--- src/hw/rtl/blpwm_pkg.sv ---
`timescale 1ns / 1ps
// ----------------------------------------------------------------------------
// blpwm_pkg: shared constants and types for the breathing LED block
// Periods, field widths, reciprocal constants and pipeline control types.
// ----------------------------------------------------------------------------
package blpwm_pkg;

    localparam int STEP_W = 16;
    localparam int DEB_W  = 16;
    localparam int PWM_W  = 11;
    localparam int FADE_W = 22;
    localparam int FOLD_W = 21;
    localparam int DUTY_W = 11;

    localparam int PWM_PERIOD    = 2000;
    localparam int BREATH_PERIOD = 4000000;
    localparam int BREATH_HALF   = BREATH_PERIOD / 2;

    // step / PWM_PERIOD by reciprocal, exact for every 16-bit step
    localparam int STEP_RECIP = 67109;
    localparam int STEP_SHIFT = 27;
    localparam int Q_W        = 6;
    localparam int QPROD_W    = STEP_SHIFT + Q_W;

    // fade * PWM_PERIOD / BREATH_HALF == fade / 1000, exact for fade <= BREATH_HALF
    localparam int DUTY_RECIP   = 2147484;
    localparam int DUTY_SHIFT   = 31;
    localparam int DRECIP_W     = 22;
    localparam int DPROD_W      = FOLD_W + DRECIP_W;

    localparam logic [DEB_W-1:0] DEBOUNCE_RESET = 16'd20000;

    localparam int NUM_KEYS   = 3;
    localparam int KEY_FASTER = 0;
    localparam int KEY_SLOWER = 1;
    localparam int KEY_STOP   = 2;

    typedef logic [STEP_W-1:0]   t_step;
    typedef logic [DEB_W-1:0]    t_deb;
    typedef logic [PWM_W-1:0]    t_pwm;
    typedef logic [FADE_W-1:0]   t_fade;
    typedef logic [DUTY_W-1:0]   t_duty;
    typedef logic [NUM_KEYS-1:0] t_keys;

    // load strobes, one per pipeline stage
    typedef struct packed {
        logic a;
        logic b;
        logic c;
        logic d;
        logic e;
        logic f;
    } t_pipe_en;

endpackage

--- src/hw/rtl/blpwm_if.sv ---
`timescale 1ns / 1ps
// ----------------------------------------------------------------------------
// blpwm_if: input and result channels of the breathing LED block
// Valid/ready channels; a beat moves on a clock edge with both high.
// ----------------------------------------------------------------------------
interface blpwm_in_if;
    logic                valid;
    logic                ready;
    blpwm_pkg::t_step    step_us;
    logic                faster_key_down;
    logic                slower_key_down;
    logic                stop_key_down;

    modport source (
        output valid, step_us, faster_key_down, slower_key_down, stop_key_down,
        input  ready
    );
    modport sink (
        input  valid, step_us, faster_key_down, slower_key_down, stop_key_down,
        output ready
    );
endinterface

interface blpwm_out_if;
    logic                valid;
    logic                ready;
    logic                led_on;
    logic                is_running;
    blpwm_pkg::t_duty    duty_now;

    modport source (
        output valid, led_on, is_running, duty_now,
        input  ready
    );
    modport sink (
        input  valid, led_on, is_running, duty_now,
        output ready
    );
endinterface

--- src/hw/rtl/blpwm_step_mod.sv ---
`timescale 1ns / 1ps
// ----------------------------------------------------------------------------
// blpwm_step_mod: step reduction modulo the PWM period
// Two stages: reciprocal multiply for the quotient, then the remainder.
// ----------------------------------------------------------------------------
module blpwm_step_mod (
    input  logic                i_clk,
    input  blpwm_pkg::t_pipe_en i_en,
    input  blpwm_pkg::t_step    i_step,
    input  blpwm_pkg::t_keys    i_keys,
    output blpwm_pkg::t_step    o_step,
    output blpwm_pkg::t_keys    o_keys,
    output blpwm_pkg::t_pwm     o_rem
);

    logic [blpwm_pkg::QPROD_W-1:0] w_qprod;
    logic [blpwm_pkg::STEP_W-1:0]  w_qd;

    blpwm_pkg::t_step              r_a_step;
    blpwm_pkg::t_keys              r_a_keys;
    logic [blpwm_pkg::Q_W-1:0]     r_a_q;
    blpwm_pkg::t_step              r_b_step;
    blpwm_pkg::t_keys              r_b_keys;
    blpwm_pkg::t_pwm               r_b_rem;

    assign w_qprod = blpwm_pkg::QPROD_W'(i_step)
                   * blpwm_pkg::QPROD_W'(blpwm_pkg::STEP_RECIP);
    assign w_qd    = blpwm_pkg::STEP_W'(r_a_q)
                   * blpwm_pkg::STEP_W'(blpwm_pkg::PWM_PERIOD);

    always_ff @(posedge i_clk) begin
        if (i_en.a) begin
            r_a_step <= i_step;
            r_a_keys <= i_keys;
            r_a_q    <= w_qprod[blpwm_pkg::QPROD_W-1:blpwm_pkg::STEP_SHIFT];
        end
        if (i_en.b) begin
            r_b_step <= r_a_step;
            r_b_keys <= r_a_keys;
            r_b_rem  <= blpwm_pkg::PWM_W'(r_a_step - w_qd);
        end
    end

    assign o_step = r_b_step;
    assign o_keys = r_b_keys;
    assign o_rem  = r_b_rem;

endmodule

--- src/hw/rtl/blpwm_key_lane.sv ---
`timescale 1ns / 1ps
// ----------------------------------------------------------------------------
// blpwm_key_lane: debounce for one key
// Saturating hold timer; reports the settled level and a press event.
// ----------------------------------------------------------------------------
module blpwm_key_lane (
    input  logic              i_clk,
    input  logic              i_rst_n,
    input  logic              i_en,
    input  logic              i_level,
    input  blpwm_pkg::t_step  i_step,
    input  blpwm_pkg::t_deb   i_limit,
    output logic              o_settled,
    output logic              o_press
);

    logic                      r_candidate;
    logic                      r_settled;
    blpwm_pkg::t_deb           r_timer;
    logic                      n_candidate;
    logic                      n_settled;
    blpwm_pkg::t_deb           n_timer;
    logic [blpwm_pkg::DEB_W:0] w_sum;

    always_comb begin
        w_sum       = {1'b0, r_timer} + (blpwm_pkg::DEB_W + 1)'(i_step);
        n_candidate = r_candidate;
        n_settled   = r_settled;
        n_timer     = r_timer;
        o_press     = 1'b0;
        if (i_level != r_candidate) begin
            // level moved: restart the hold time
            n_candidate = i_level;
            n_timer     = '0;
        end else begin
            n_timer = (w_sum >= {1'b0, i_limit}) ? i_limit : w_sum[blpwm_pkg::DEB_W-1:0];
            if (n_timer == i_limit && r_settled != i_level) begin
                n_settled = i_level;
                o_press   = i_level;
            end
        end
    end

    always_ff @(posedge i_clk) begin
        if (!i_rst_n) begin
            r_candidate <= 1'b0;
            r_settled   <= 1'b0;
            r_timer     <= '0;
        end else if (i_en) begin
            r_candidate <= n_candidate;
            r_settled   <= n_settled;
            r_timer     <= n_timer;
        end
    end

    assign o_settled = n_settled;

endmodule

--- src/hw/rtl/blpwm_duty.sv ---
`timescale 1ns / 1ps
// ----------------------------------------------------------------------------
// blpwm_duty: triangle fade to duty threshold and LED compare
// Fold stage, reciprocal multiply stage, registered result stage.
// ----------------------------------------------------------------------------
module blpwm_duty (
    input  logic                i_clk,
    input  blpwm_pkg::t_pipe_en i_en,
    input  logic                i_run,
    input  blpwm_pkg::t_pwm     i_pwm,
    input  blpwm_pkg::t_fade    i_fade,
    output logic                o_led,
    output logic                o_run,
    output blpwm_pkg::t_duty    o_duty
);

    logic [blpwm_pkg::FOLD_W-1:0]  w_fold;
    logic [blpwm_pkg::DPROD_W-1:0] w_prod;

    logic                          r_d_run;
    blpwm_pkg::t_pwm               r_d_pwm;
    logic [blpwm_pkg::FOLD_W-1:0]  r_d_fold;
    logic                          r_e_run;
    blpwm_pkg::t_pwm               r_e_pwm;
    blpwm_pkg::t_duty              r_e_duty;
    logic                          r_f_led;
    logic                          r_f_run;
    blpwm_pkg::t_duty              r_f_duty;

    // falling half of the breath mirrors the rising half
    assign w_fold = (i_fade < blpwm_pkg::FADE_W'(blpwm_pkg::BREATH_HALF))
                  ? blpwm_pkg::FOLD_W'(i_fade)
                  : blpwm_pkg::FOLD_W'(blpwm_pkg::FADE_W'(blpwm_pkg::BREATH_PERIOD) - i_fade);

    assign w_prod = blpwm_pkg::DPROD_W'(r_d_fold)
                  * blpwm_pkg::DPROD_W'(blpwm_pkg::DUTY_RECIP);

    always_ff @(posedge i_clk) begin
        if (i_en.d) begin
            r_d_run  <= i_run;
            r_d_pwm  <= i_pwm;
            r_d_fold <= w_fold;
        end
        if (i_en.e) begin
            r_e_run  <= r_d_run;
            r_e_pwm  <= r_d_pwm;
            r_e_duty <= w_prod[blpwm_pkg::DUTY_SHIFT+blpwm_pkg::DUTY_W-1:blpwm_pkg::DUTY_SHIFT];
        end
        if (i_en.f) begin
            r_f_run  <= r_e_run;
            r_f_led  <= r_e_run && (r_e_pwm < r_e_duty);
            r_f_duty <= r_e_run ? r_e_duty : '0;
        end
    end

    assign o_led  = r_f_led;
    assign o_run  = r_f_run;
    assign o_duty = r_f_duty;

endmodule

--- src/hw/rtl/breathing_led_pwm_with_debounced_keys.sv ---
`timescale 1ns / 1ps
// ----------------------------------------------------------------------------
// breathing_led_pwm_with_debounced_keys: breathing LED with three debounced keys
// Three debounce lanes, a merge stage for run state and phases, duty pipeline.
// ----------------------------------------------------------------------------
// Each accepted input beat passes stages A to F in order and leaves as its result beat.
// Throughput: one beat per cycle while the output is not stalled; each of the six stages
//   holds one item and the phase/run update at the merge stage is combinational, registered in stage C.
// Reset (synchronous, active low): pipeline empty, keys released, running,
//   both phases zero, debounce time 20000 us.
// ----------------------------------------------------------------------------
module breathing_led_pwm_with_debounced_keys (
    input  logic             i_clk,
    input  logic             i_rst_n,
    blpwm_in_if.sink         i_in,
    blpwm_out_if.source      o_out,
    input  logic             i_cfg_we,
    input  blpwm_pkg::t_deb  i_cfg_data
);

    blpwm_pkg::t_deb     r_debounce_us;
    logic                r_v_a, r_v_b, r_v_c, r_v_d, r_v_e, r_v_f;
    logic                w_rdy_a, w_rdy_b, w_rdy_c, w_rdy_d, w_rdy_e, w_rdy_f;
    blpwm_pkg::t_pipe_en w_en;

    blpwm_pkg::t_keys    w_in_keys;
    blpwm_pkg::t_step    w_b_step;
    blpwm_pkg::t_keys    w_b_keys;
    blpwm_pkg::t_pwm     w_b_rem;
    blpwm_pkg::t_keys    w_settled;
    blpwm_pkg::t_keys    w_press;

    logic                r_run;
    blpwm_pkg::t_pwm     r_pwm_phase;
    blpwm_pkg::t_fade    r_fade_phase;
    logic                n_run;
    blpwm_pkg::t_pwm     n_pwm_phase;
    blpwm_pkg::t_fade    n_fade_phase;
    logic [blpwm_pkg::PWM_W:0]  w_pwm_sum;
    logic [blpwm_pkg::FADE_W:0] w_fade_sum;

    // ---- config register
    always_ff @(posedge i_clk) begin
        if (!i_rst_n) begin
            r_debounce_us <= blpwm_pkg::DEBOUNCE_RESET;
        end else if (i_cfg_we) begin
            r_debounce_us <= i_cfg_data;
        end
    end

    // ---- pipeline flow control: a stage loads when it is empty or drains
    assign w_rdy_f = !r_v_f || o_out.ready;
    assign w_rdy_e = !r_v_e || w_rdy_f;
    assign w_rdy_d = !r_v_d || w_rdy_e;
    assign w_rdy_c = !r_v_c || w_rdy_d;
    assign w_rdy_b = !r_v_b || w_rdy_c;
    assign w_rdy_a = !r_v_a || w_rdy_b;

    assign w_en.a = w_rdy_a && i_in.valid;
    assign w_en.b = w_rdy_b && r_v_a;
    assign w_en.c = w_rdy_c && r_v_b;
    assign w_en.d = w_rdy_d && r_v_c;
    assign w_en.e = w_rdy_e && r_v_d;
    assign w_en.f = w_rdy_f && r_v_e;

    always_ff @(posedge i_clk) begin
        if (!i_rst_n) begin
            r_v_a <= 1'b0;
            r_v_b <= 1'b0;
            r_v_c <= 1'b0;
            r_v_d <= 1'b0;
            r_v_e <= 1'b0;
            r_v_f <= 1'b0;
        end else begin
            if (w_rdy_a) r_v_a <= i_in.valid;
            if (w_rdy_b) r_v_b <= r_v_a;
            if (w_rdy_c) r_v_c <= r_v_b;
            if (w_rdy_d) r_v_d <= r_v_c;
            if (w_rdy_e) r_v_e <= r_v_d;
            if (w_rdy_f) r_v_f <= r_v_e;
        end
    end

    assign i_in.ready = w_rdy_a;

    // ---- step prescale
    assign w_in_keys[blpwm_pkg::KEY_FASTER] = i_in.faster_key_down;
    assign w_in_keys[blpwm_pkg::KEY_SLOWER] = i_in.slower_key_down;
    assign w_in_keys[blpwm_pkg::KEY_STOP]   = i_in.stop_key_down;

    blpwm_step_mod u_step_mod (
        .i_clk  (i_clk),
        .i_en   (w_en),
        .i_step (i_in.step_us),
        .i_keys (w_in_keys),
        .o_step (w_b_step),
        .o_keys (w_b_keys),
        .o_rem  (w_b_rem)
    );

    // ---- debounce lanes
    for (genvar k = 0; k < blpwm_pkg::NUM_KEYS; k++) begin : g_lane
        blpwm_key_lane u_lane (
            .i_clk     (i_clk),
            .i_rst_n   (i_rst_n),
            .i_en      (w_en.c),
            .i_level   (w_b_keys[k]),
            .i_step    (w_b_step),
            .i_limit   (r_debounce_us),
            .o_settled (w_settled[k]),
            .o_press   (w_press[k])
        );
    end

    // ---- merge: run state and phases; these registers are also stage C
    always_comb begin
        n_run        = r_run;
        n_pwm_phase  = r_pwm_phase;
        n_fade_phase = r_fade_phase;
        w_pwm_sum    = {1'b0, r_pwm_phase} + {1'b0, w_b_rem};
        w_fade_sum   = {1'b0, r_fade_phase} + (blpwm_pkg::FADE_W + 1)'(w_b_step);
        if (w_settled[blpwm_pkg::KEY_STOP]) begin
            n_run        = 1'b0;
            n_pwm_phase  = '0;
            n_fade_phase = '0;
        end else if (w_press[blpwm_pkg::KEY_FASTER] != w_press[blpwm_pkg::KEY_SLOWER]) begin
            n_run = 1'b1;
        end
        if (n_run) begin
            n_pwm_phase = (w_pwm_sum >= (blpwm_pkg::PWM_W + 1)'(blpwm_pkg::PWM_PERIOD))
                        ? blpwm_pkg::PWM_W'(w_pwm_sum
                              - (blpwm_pkg::PWM_W + 1)'(blpwm_pkg::PWM_PERIOD))
                        : blpwm_pkg::PWM_W'(w_pwm_sum);
            n_fade_phase = (w_fade_sum >= (blpwm_pkg::FADE_W + 1)'(blpwm_pkg::BREATH_PERIOD))
                         ? blpwm_pkg::FADE_W'(w_fade_sum
                               - (blpwm_pkg::FADE_W + 1)'(blpwm_pkg::BREATH_PERIOD))
                         : blpwm_pkg::FADE_W'(w_fade_sum);
        end
    end

    always_ff @(posedge i_clk) begin
        if (!i_rst_n) begin
            r_run        <= 1'b1;
            r_pwm_phase  <= '0;
            r_fade_phase <= '0;
        end else if (w_en.c) begin
            r_run        <= n_run;
            r_pwm_phase  <= n_pwm_phase;
            r_fade_phase <= n_fade_phase;
        end
    end

    // ---- duty and LED
    blpwm_duty u_duty (
        .i_clk  (i_clk),
        .i_en   (w_en),
        .i_run  (r_run),
        .i_pwm  (r_pwm_phase),
        .i_fade (r_fade_phase),
        .o_led  (o_out.led_on),
        .o_run  (o_out.is_running),
        .o_duty (o_out.duty_now)
    );

    assign o_out.valid = r_v_f;

    // ---- checks
    a_phase_range: assert property (@(posedge i_clk) disable iff (!i_rst_n)
        (r_pwm_phase < blpwm_pkg::PWM_W'(blpwm_pkg::PWM_PERIOD))
        && ({1'b0, r_fade_phase} < (blpwm_pkg::FADE_W + 1)'(blpwm_pkg::BREATH_PERIOD)))
        else $error("phase out of range");

    a_stop_clears: assert property (@(posedge i_clk) disable iff (!i_rst_n)
        (w_en.c && w_settled[blpwm_pkg::KEY_STOP])
        |=> (!r_run && r_pwm_phase == '0 && r_fade_phase == '0))
        else $error("settled stop key did not stop the block");

    a_stopped_dark: assert property (@(posedge i_clk) disable iff (!i_rst_n)
        (o_out.valid && !o_out.is_running) |-> (!o_out.led_on && o_out.duty_now == '0))
        else $error("LED or duty active while stopped");

    a_stalled_input: assert property (@(posedge i_clk) disable iff (!i_rst_n)
        (!i_in.ready) |-> (r_v_a && r_v_b && r_v_c && r_v_d && r_v_e && r_v_f))
        else $error("input stalled with a free stage");

endmodule

--- src/flat_wrapper.sv ---
// flat-port wrapper written by rule: the top's interface ports become plain ports
module breathing_led_pwm_with_debounced_keys_flat 
  (i_clk, i_rst_n, i_cfg_we, i_cfg_data, i_in_valid, i_in_step_us, i_in_faster_key_down, i_in_slower_key_down, i_in_stop_key_down, i_in_ready, o_out_valid, o_out_led_on, o_out_is_running, o_out_duty_now, o_out_ready);
  blpwm_in_if i_in_i ();
  blpwm_out_if o_out_i ();
  input  logic i_clk;
  input  logic i_rst_n;
  input  logic i_cfg_we;
  input  blpwm_pkg::t_deb i_cfg_data;
  input wire logic [$bits(i_in_i.valid)-1:0] i_in_valid;
  input wire logic [$bits(i_in_i.step_us)-1:0] i_in_step_us;
  input wire logic [$bits(i_in_i.faster_key_down)-1:0] i_in_faster_key_down;
  input wire logic [$bits(i_in_i.slower_key_down)-1:0] i_in_slower_key_down;
  input wire logic [$bits(i_in_i.stop_key_down)-1:0] i_in_stop_key_down;
  output wire logic [$bits(i_in_i.ready)-1:0] i_in_ready;
  output wire logic [$bits(o_out_i.valid)-1:0] o_out_valid;
  output wire logic [$bits(o_out_i.led_on)-1:0] o_out_led_on;
  output wire logic [$bits(o_out_i.is_running)-1:0] o_out_is_running;
  output wire logic [$bits(o_out_i.duty_now)-1:0] o_out_duty_now;
  input wire logic [$bits(o_out_i.ready)-1:0] o_out_ready;
  assign i_in_i.valid = i_in_valid;
  assign i_in_i.step_us = i_in_step_us;
  assign i_in_i.faster_key_down = i_in_faster_key_down;
  assign i_in_i.slower_key_down = i_in_slower_key_down;
  assign i_in_i.stop_key_down = i_in_stop_key_down;
  assign i_in_ready = i_in_i.ready;
  assign o_out_valid = o_out_i.valid;
  assign o_out_led_on = o_out_i.led_on;
  assign o_out_is_running = o_out_i.is_running;
  assign o_out_duty_now = o_out_i.duty_now;
  assign o_out_i.ready = o_out_ready;
  breathing_led_pwm_with_debounced_keys u_core (.i_clk(i_clk), .i_rst_n(i_rst_n), .i_in(i_in_i), .o_out(o_out_i), .i_cfg_we(i_cfg_we), .i_cfg_data(i_cfg_data));
endmodule
--- config.mk ---
export PLATFORM = sky130hd
export DESIGN_NAME = breathing_led_pwm_with_debounced_keys_flat
export DESIGN_NICKNAME = d
export VERILOG_FILES = /design/src/hw/rtl/blpwm_pkg.sv /design/src/hw/rtl/blpwm_if.sv /design/src/hw/rtl/blpwm_step_mod.sv /design/src/hw/rtl/blpwm_key_lane.sv /design/src/hw/rtl/blpwm_duty.sv /design/src/hw/rtl/breathing_led_pwm_with_debounced_keys.sv /design/src/flat_wrapper.sv
export SDC_FILE = /design/constraint.sdc
export NUM_CORES = 1
export LEC_CHECK = 0
export BUFFER_PORTS_ARGS = -buffer_cell sky130_fd_sc_hd__buf_2
export CORE_AREA = 5 5 230 232
export CTS_CLUSTER_SIZE = 14
export DETAILED_ROUTE_END_ITERATION = 8
export DIE_AREA = 0 0 235 237
export GPL_TIMING_DRIVEN = 1
export PLACE_DENSITY = 0.65
export SETUP_SLACK_MARGIN = 0.5
export SLEW_MARGIN = 15
export SYNTH_ARGS = -nofsm -noshare
export SYNTH_HDL_FRONTEND = slang
export SYNTH_SLANG_ARGS = --single-unit
--- constraint.sdc ---
create_clock -name i_clk -period 13.9 [get_ports i_clk]
set_input_delay 4.17 -clock i_clk [delete_from_list [all_inputs] [get_ports i_clk]]
set_output_delay 4.17 -clock i_clk [all_outputs]
set_load 0.01 [all_outputs]
# Word level (Yosys, flattened, before mapping)
# Cells that the tools add are included.
# Widths: inputs -> output; s select.
classes:
  eq_ne: 10
  addsub: 9
  multipliers: 3
  bitwise: 2
  mux: 21
  magnitude_cmp: 7
  n_reduce_logical: 29
ops:
  columns: ["op", "n"]
  rows:
  - ["$mux 16", 6]
  - ["$mux 22", 3]
  - ["$add 16x16->17", 3]
  - ["$ge 17x16->1", 3]
  - ["$eq 16x16->1", 3]
  - ["$mul 21x20->40 const B", 1]
  - ["$mul 16x17->33 const B", 1]
  - ["$mux 11", 3]
  - ["$add 22x16->23", 1]
  - ["$ge 23x22->1 const B", 1]
  - ["$lt 22x21->1 const B", 1]
  - ["$sub 22x22->22 const B", 1]
  - ["$mux 21", 1]
  - ["$sub 21x21->21 const A", 1]
  - ["$add 11x11->12", 1]
  - ["$ge 12x11->1 const B", 1]
  - ["$lt 11x11->1", 1]
  - ["$sub 11x11->11", 1]
  - ["$sub 11x11->11 const B", 1]
  - ["$logic_and 1x1->1", 10]
  - ["$mux 1", 8]
  - ["$reduce_and 2->1", 4]
  - ["$mul 6x7->7 const B", 1]
  - ["$ne 1x1->1", 7]
  - ["other kinds (5)", 17]
totals:
  input_bits: 40
  register_bits: 234

# Longest topological paths before layout
# Gate-level depths: netlist (run 1).
logic_depth:
  word_depth: 12
  ltp_mapped: 23

# Cells and area by module
# Synthesis (run 1) repeated with hierarchy kept, for this count alone.
hier_totals:
  hier_cells: 2800
  hier_area_um2: 26031.2
modules_own_cells:
  columns: ["mod", "instances", "cells_each", "seq_area_each_um2", "area_per_inst_um2"]
  rows:
  - ["blpwm_duty", 1, 819, 2072.0, 8599.5]
  - ["blpwm_step_mod", 1, 441, 1531.5, 5303.8]
  - ["blpwm_key_lane (u_core.g_lane[1].u_lane ...)", 2, 348, 360.3, 2635.0]
  - ["breathing_led_pwm_with_debounced_keys", 1, 524, 1121.1, 4272.8]
  - ["blpwm_key_lane (u_core.g_lane[0].u_lane)", 1, 320, 360.3, 2585.0]

# Worst setup path after synthesis (run 1)
# No wires, ideal clock.
synth_timing:
  path_kind: "input to output"
  from: "input o_out_ready"
  to: "output i_in_ready"
  arrival_ps: 5045
  cell_stages: 5
  slack_ps: 4685
  path_cell_list: "nor2b_1 and3_1 and2_1 clkbuf_1 nand3_1"
synth_between:
  elab_chain_cells: 6
synth_rtl:
  columns: ["element", "line", "rtl"]
  rows:
  - ["start: declaration", "flat_wrapper.sv:20", "input wire logic [$bits(o_out_i.ready)-1:0] o_out_ready;"]
  - ["$logic_or 1x1->1", "breathing_led_pwm_with_debounced_keys.sv:52", "assign w_rdy_f = !r_v_f || o_out.ready;"]
  - ["$logic_or 1x1->1", "breathing_led_pwm_with_debounced_keys.sv:53", "assign w_rdy_e = !r_v_e || w_rdy_f;"]
  - ["$logic_or 1x1->1", "breathing_led_pwm_with_debounced_keys.sv:54", "assign w_rdy_d = !r_v_d || w_rdy_e;"]
  - ["$logic_or 1x1->1", "breathing_led_pwm_with_debounced_keys.sv:55", "assign w_rdy_c = !r_v_c || w_rdy_d;"]
  - ["$logic_or 1x1->1", "breathing_led_pwm_with_debounced_keys.sv:56", "assign w_rdy_b = !r_v_b || w_rdy_c;"]
  - ["$logic_or 1x1->1", "breathing_led_pwm_with_debounced_keys.sv:57", "assign w_rdy_a = !r_v_a || w_rdy_b;"]
  - ["end: declaration", "flat_wrapper.sv:15", "output wire logic [$bits(i_in_i.ready)-1:0] i_in_ready;"]
# No other way between the ends.

# Worst setup path in the final report (run 1)
# Same ends and word-level chain as after synthesis.

==> results.py, run 1 <==
metrics = {
    "power": {
        "power_frac_seq_pct": 30.4,
        "power.total_mw": 2.662,
        "power.switching_uw": 941.6,
        "intPower_mw": 1.721,
        "ir_worst_vdd_mv": 0.09209,
        "cellPowerDensity_nw_per_um2": 99.27,
        "clkPwrFrac_pct": 30.9,
        "leakagePower_nw": 12.71,
        "p_sw_share_pct": 35.37,
        "pwr-share-comb_pct": 38.7,
    },
    "hold_path": {
        "hold_path_end": "u_core.u_step_mod.o_step[11]",
        "hold_depth": 0,
        "hold_path.class": "register to register",
        "hold_start": "u_core.u_step_mod.r_a_step[11]",
    },
    "clock_network": {
        "clkSinkCount": 230,
        "clkTransAtPathRegs_ns": 0.06,
        "cts_buffers": 29,
        "cts_root_buf": "clkbuf_16",
        "clock_path_buffers": 3,
        "htreeDepth": 1,
        "clk_latency_ns": 0.56,
        "cts_tree": "built",
        "cts.repair.resized": 0,
        "cts_setup_buffers": 0,
        "ctsHoldBuffers": 0,
    },
    "floorplan": {
        "die_w_um": 235,
        "dieHeight_um": 237,
        "rows": 83,
        "start_util_pct": 49.06,
        "boundaryPins": 55,
        "core_um2": 50780,
        "die_area_um2": 55700,
    },
    "critical_path": {
        "start_kind": "input pin",
        "path_class": "input pin to output pin",
        "crit_fanout": 7,
        "r2r-start": "u_core.u_duty.r_d_fold[2]",
        "r2r-end": "u_core.u_duty.r_e_duty[5]",
        "r2r_slack_ns": 7.09,
        "end_kind": "output pin",
        "critPathRequiredTime_ns": 9.73,
        "crit_arrival_ns": 5.45,
        "reg2regPathDepth": 21,
    },
    "timing": {
        "max_freq_mhz": 104.0,
        "timing.final.max_slew_violations": 0,
        "clock_skew_ns": 0.02091,
        "min_period_over_period_pct": 69.18,
        "fin_setup_tns_ns": 0,
        "period_minus_slack_ns": 9.616,
        "worst_slew_pin_slew_ns": 1.074,
        "setup_viol": 0,
        "rsz0062_at_grt": "no",
        "hold_violations": 0,
        "slew_headroom_pct": 28.22,
    },
    "synth": {
        "synth.cell_area_um2": 24920,
        "async_reset_ff_share_pct": 0,
        "yosysMostFrequentCell": "ha_1",
        "synth.top_cells.by_count": "ha_1 (456), inv_1 (337), nor2_1 (218)",
        "synth_ff_type": "edfxtp_1",
        "yosys.area.top_type": "ha_1",
        "netlist_instances": 2663,
        "ys_ff_latch": 230,
        "synth_nets": 3299,
        "ys_types": 93,
        "synth_edf_count": 120,
        "synth_top_area_share_pct": 22.90,
        "ys.warnings.count": 0,
        "syn_avg_cell_area_um2": 9.357,
        "synthTopCellsByArea": "ha_1 (23%), edfxtp_1 (14%), fa_1 (11%)",
        "seq_area_frac_synth_pct": 23.30,
    },
    "layout": {
        "stdcell_count": 3368,
        "register_area_um2": 5806,
        "layout-drive-gt1-share_pct": 6.548,
        "area_growth_pct": 7.643,
        "nNetsFinal": 3302,
        "n_antenna_cell": 0,
        "final_util_pct": 52.81,
        "multi_input_comb_area_um2": 17460,
        "fill_cells": 4591,
        "design_area_um2": 26820,
    },
    "global_routing": {
        "grtUsageTotal_pct": 22.55,
        "grt_pass1_wl_mm": 103.3,
        "antenna_found_initial": 0,
        "grt_pass1_vias": 19363,
        "grt_start_max_net_pins": 68,
        "overflow": 0,
    },
    "detailed_routing": {
        "postRouteAntennaNets": 0,
        "drt_wl_total_mm": 64.51,
        "routed-via-count": 19580,
        "drt_iter0_drc": 1280,
        "wl_per_cell_um": 19.15,
        "routed_via_density": 5.814,
        "drc": 0,
        "firstDrtPassIters": 6,
    },
    "flow_run": {
        "cap_violations": 0,
    },
    "place": {
        "place_hpwl_mm": 50.50,
        "gp_congestion": 0.9177,
        "place_inst": 3315,
        "portBuffers": 54,
        "placed_area_um2": 25760,
    },
    "run_status": {
        "run_status": "finished, final reports clean",
    },
}
-- power by group through the flow --
stage	clock network, mW	registers (mW)	logic [mW]
6_report	0.822	0.809	1.03
4_1_cts	0.841	0.809	1.04
5_1_grt	0.872	0.812	1.18
3_3_place_gp	0	0.823	0.994
3_5_place_dp	0	0.823	1.03
2_1_floorplan	0	0.796	0.771
-- placed cells by master, fill, tap and decap left out, types with 25 or more instances in the layout --
| cell | count |
|---|---|
| ha_1 | 456 |
| inv_1 | 337 |
| nor2_1 | 218 |
| a21oi_1 | 170 |
| fa_1 | 140 |
| edfxtp_1 | 120 |
| nand2_1 | 110 |
| dfxtp_1 | 110 |
| xnor2_1 | 103 |
| o21ai_0 | 79 |
| buf_2 | 54 |
| a21o_1 | 52 |
| nand4_1 | 47 |
| nand3_1 | 46 |
| xor2_1 | 39 |
| mux2i_1 | 39 |
| and2_1 | 37 |
| nor3_1 | 37 |
| a211oi_1 | 33 |
| clkbuf_16 | 32 |
| o21a_1 | 25 |
-- layer usage --
layer | wire length, um | global-route usage (%) | vias to the layer above | part of all wire, %
met5 | 0 | 0 | - | 0
met4 | 1848 | 5.769 | 0 | 2.9
met3 | 3136 | 2.423 | 96 | 4.9
met2 | 30810 | 39.14 | 496 | 48
met1 | 28720 | 30.26 | 9520 | 45
li1 | - | - | 9468 | -
-- metrics by stage --
stage	setup WS, ns	hold slack, ns
finish	4.284	0.4140
global route	4.152	0.4260
CTS	4.263	0.4104
detailed placement	4.267	0.4045
global placement	4.277	0.4024
floorplan	4.685	0.4003
-- final cells by class --
type	instances	share of cell area, %
Timing Repair Buffer	67	1.372
Sequential cell	230	21.65
Inverter	340	4.758
Clock inverter	15	0.7464
Tap cell	680	3.172
Clock buffer	38	3.219
Multi-Input combinational cell	1998	65.09
-- critical path, cell delays in order --
cell,delay [ns]
buf_2,0.10
nor2b_1,0.28
and3_1,0.26
and2_1,0.32
nand3_1,0.13
buf_2,0.17
-- cell families after synthesis --
group,after synthesis,synth area share (%)
mux,41,1.657
compound gates,577,15.87
flops,230,23.30
fa+ha+maj,596,34.15
simple gates,635,12.58
buf+inv,435,6.819
xor+xnor,149,5.624
-- how the worst max path moves through the flow --
stage	depth (start not counted)	startpoint	slack, ns	endpoint
finish	6	o_out_ready	4.28	i_in_ready
floorplan	5	o_out_ready	4.68	i_in_ready
detailed placement	6	o_out_ready	4.27	i_in_ready
CTS	6	o_out_ready	4.26	i_in_ready
global placement	6	o_out_ready	4.28	i_in_ready
global route	6	o_out_ready	4.15	i_in_ready
-- flip-flops by register name (all words and copies together) (netlist names), 16 cells and up --
signal                        count
u_core.g_lane.u_lane.r_timer     48
u_core.r_debounce_us             16
u_core.r_fade_phase              22
u_core.u_duty.r_d_fold           21
u_core.u_step_mod.o_step         16
u_core.u_step_mod.r_a_step       16
No activity file was read; power rests on OpenSTA's default activity.
==> inputs of run 2 (changes only) <==
clock period = 10 ns   (was 13.9 ns; I/O delays follow)
==> run 2 against run 1 <==
  * Wire length rose by 2.1%
  * Critical path type unchanged
  * Design area fell by 0.16%
  * Largest power group unchanged
  * Critical path depth stayed put
==> results.py, run 2 (synthesized netlist as in run 1, its figures left out) <==
metrics = {
    "critical_path": {
        "critPathRequiredTime_ns": 7.00,
        "path_class": "input pin to output pin",
        "crit_arrival_ns": 4.44,
        "end_kind": "output pin",
        "r2r-start": "u_core.u_step_mod.o_step[0]",
        "crit_fanout": 7,
        "reg2regPathDepth": 20,
        "startpoint": "o_out_ready",
        "start_kind": "input pin",
    },
    "clock_network": {
        "cts_root_buf": "clkbuf_16",
        "clkTransAtPathRegs_ns": 0.06,
        "clock_path_buffers": 3,
        "clk_latency_ns": 0.57,
        "cts_buffers": 29,
        "cts_tree": "built",
        "ctsHoldBuffers": 0,
        "htreeDepth": 1,
        "clkSinkCount": 230,
        "cts.repair.resized": 0,
        "cts_setup_buffers": 0,
    },
    "power": {
        "clkPwrFrac_pct": 29.4,
        "cellPowerDensity_nw_per_um2": 134.9,
        "p_sw_share_pct": 35.48,
        "pwr-share-comb_pct": 39.5,
        "ir_worst_vdd_mv": 0.1214,
        "power.total_mw": 3.611,
        "leakagePower_nw": 12.69,
        "intPower_mw": 2.330,
        "power.switching_mw": 1.281,
        "power_frac_seq_pct": 31.0,
    },
    "place": {
        "gp_congestion": 0.9635,
        "place_inst": 3320,
        "place_ws_ns": 2.181,
        "portBuffers": 54,
        "place_hpwl_mm": 51.70,
    },
    "timing": {
        "setup_ws_ns": 2.561,
        "worst_slew_pin_slew_ns": 1.003,
        "fin_setup_tns_ns": 0,
        "setup_viol": 0,
        "rsz0062_at_grt": "no",
        "max_freq_mhz": 134.4,
        "min_period_over_period_pct": 74.39,
        "clock_skew_ns": 0.01821,
        "timing.final.max_slew_violations": 0,
        "period_minus_slack_ns": 7.439,
        "hold_violations": 0,
        "slew_headroom_pct": 33.15,
    },
    "layout": {
        "fill_cells": 4587,
        "layout_common_cells": "ha_1 (456), inv_1 (337), nor2_1 (218)",
        "layout_commonest_cell": "ha_1",
        "n_antenna_cell": 0,
        "multi_input_comb_area_um2": 17460,
        "final_util_pct": 52.73,
        "layout-drive-gt1-share_pct": 6.607,
        "register_area_um2": 5806,
        "regMostFlops": "u_core.g_lane.u_lane.r_timer",
        "nNetsFinal": 3307,
        "largest_registers": "u_core.g_lane.u_lane.r_timer x48, u_core.r_fade_phase x22, u_core.u_duty.r_d_fold x21",
        "largest_register_ffs": 48,
        "area_growth_pct": 7.467,
        "stdcell_count": 3374,
    },
    "global_routing": {
        "overflow": 0,
        "grt_pass1_vias": 19768,
        "grt_start_max_net_pins": 68,
        "grtUsageTotal_pct": 23.10,
        "antenna_found_initial": 0,
        "grt_pass1_wl_mm": 105.4,
    },
    "detailed_routing": {
        "drc": 0,
        "firstDrtPassIters": 6,
        "drt_iter0_drc": 1218,
        "drt_wl_total_mm": 65.84,
        "wl_per_cell_um": 19.51,
        "routed_via_density": 5.813,
        "routed-via-count": 19614,
        "postRouteAntennaNets": 0,
    },
    "hold_path": {
        "hold_path.class": "register to register",
        "hold_depth": 0,
        "hold_start": "u_core.u_step_mod.r_a_keys[2]",
    },
    "floorplan": {
        "die_area_um2": 55700,
        "die_w_um": 235,
        "start_util_pct": 49.06,
        "core_um2": 50780,
        "rows": 83,
        "dieHeight_um": 237,
        "boundaryPins": 55,
    },
    "flow_run": {
        "cap_violations": 0,
    },
    "run_status": {
        "run_status": "finished, final reports clean",
    },
}
[run 2: cell count changes in the layout (fill, tap and decap cells not counted), moves of 2 or more]
| cell | before | now |
|---|---|---|
| buf_4 | 13 | 18 |
| clkbuf_1 | 2 | 6 |
| clkinv_2 | 2 | 5 |
| clkbuf_16 | 32 | 30 |
| inv_6 | 3 | 1 |
[run 2: stage by stage]
step	cell area, um^2	hold slack, ns
after floorplan	24920	0.4003
after global placement	25790	0.4050
after detailed placement	25790	0.4072
after CTS	26770	0.4209
after global routing	26780	0.4312
final	26780	0.4191
[run 2: per-layer routing]
layer  share of wire [%]  global-route usage [%]
met1                  43                   29.83
met2                  48                   40.64
met3                 5.1                   2.795
met4                 3.7                   7.167
met5                   0                       0
[run 2: power groups by stage]
stage                     logic (mW)  registers, mW  clock network (mW)
after global placement          1.38           1.14                   0
final                           1.43           1.12                1.06
after global routing            1.62           1.12                1.13
after floorplan                 1.07           1.11                   0
after CTS                       1.44           1.12                1.09
after detailed placement        1.42           1.14                   0
[run 2: final timing paths]
check	end	slack, ns
worst max-delay path	i_in_ready	2.56
worst min-delay path	u_core.u_step_mod.o_keys[2]	0.42
worst max register to register	u_core.r_fade_phase[18]	3.20
worst min register to register	u_core.u_step_mod.o_keys[2]	0.42
[run 2: area by class of cell]
| type | count | share of cell area [%] |
|---|---|---|
| clock buffers | 39 | 3.042 |
| well taps | 680 | 3.177 |
| clock inverters | 15 | 0.6168 |
| repair buffers | 72 | 1.514 |
| multi-input cells | 1998 | 65.20 |
| inverters | 340 | 4.766 |
| flip-flops and latches | 230 | 21.68 |
[run 2: critical path: stages]
cell     delay (ns)
buf_2          0.09
nor2b_1        0.31
and3_1         0.26
and2_1         0.36
nand3_1        0.20
buf_2          0.20
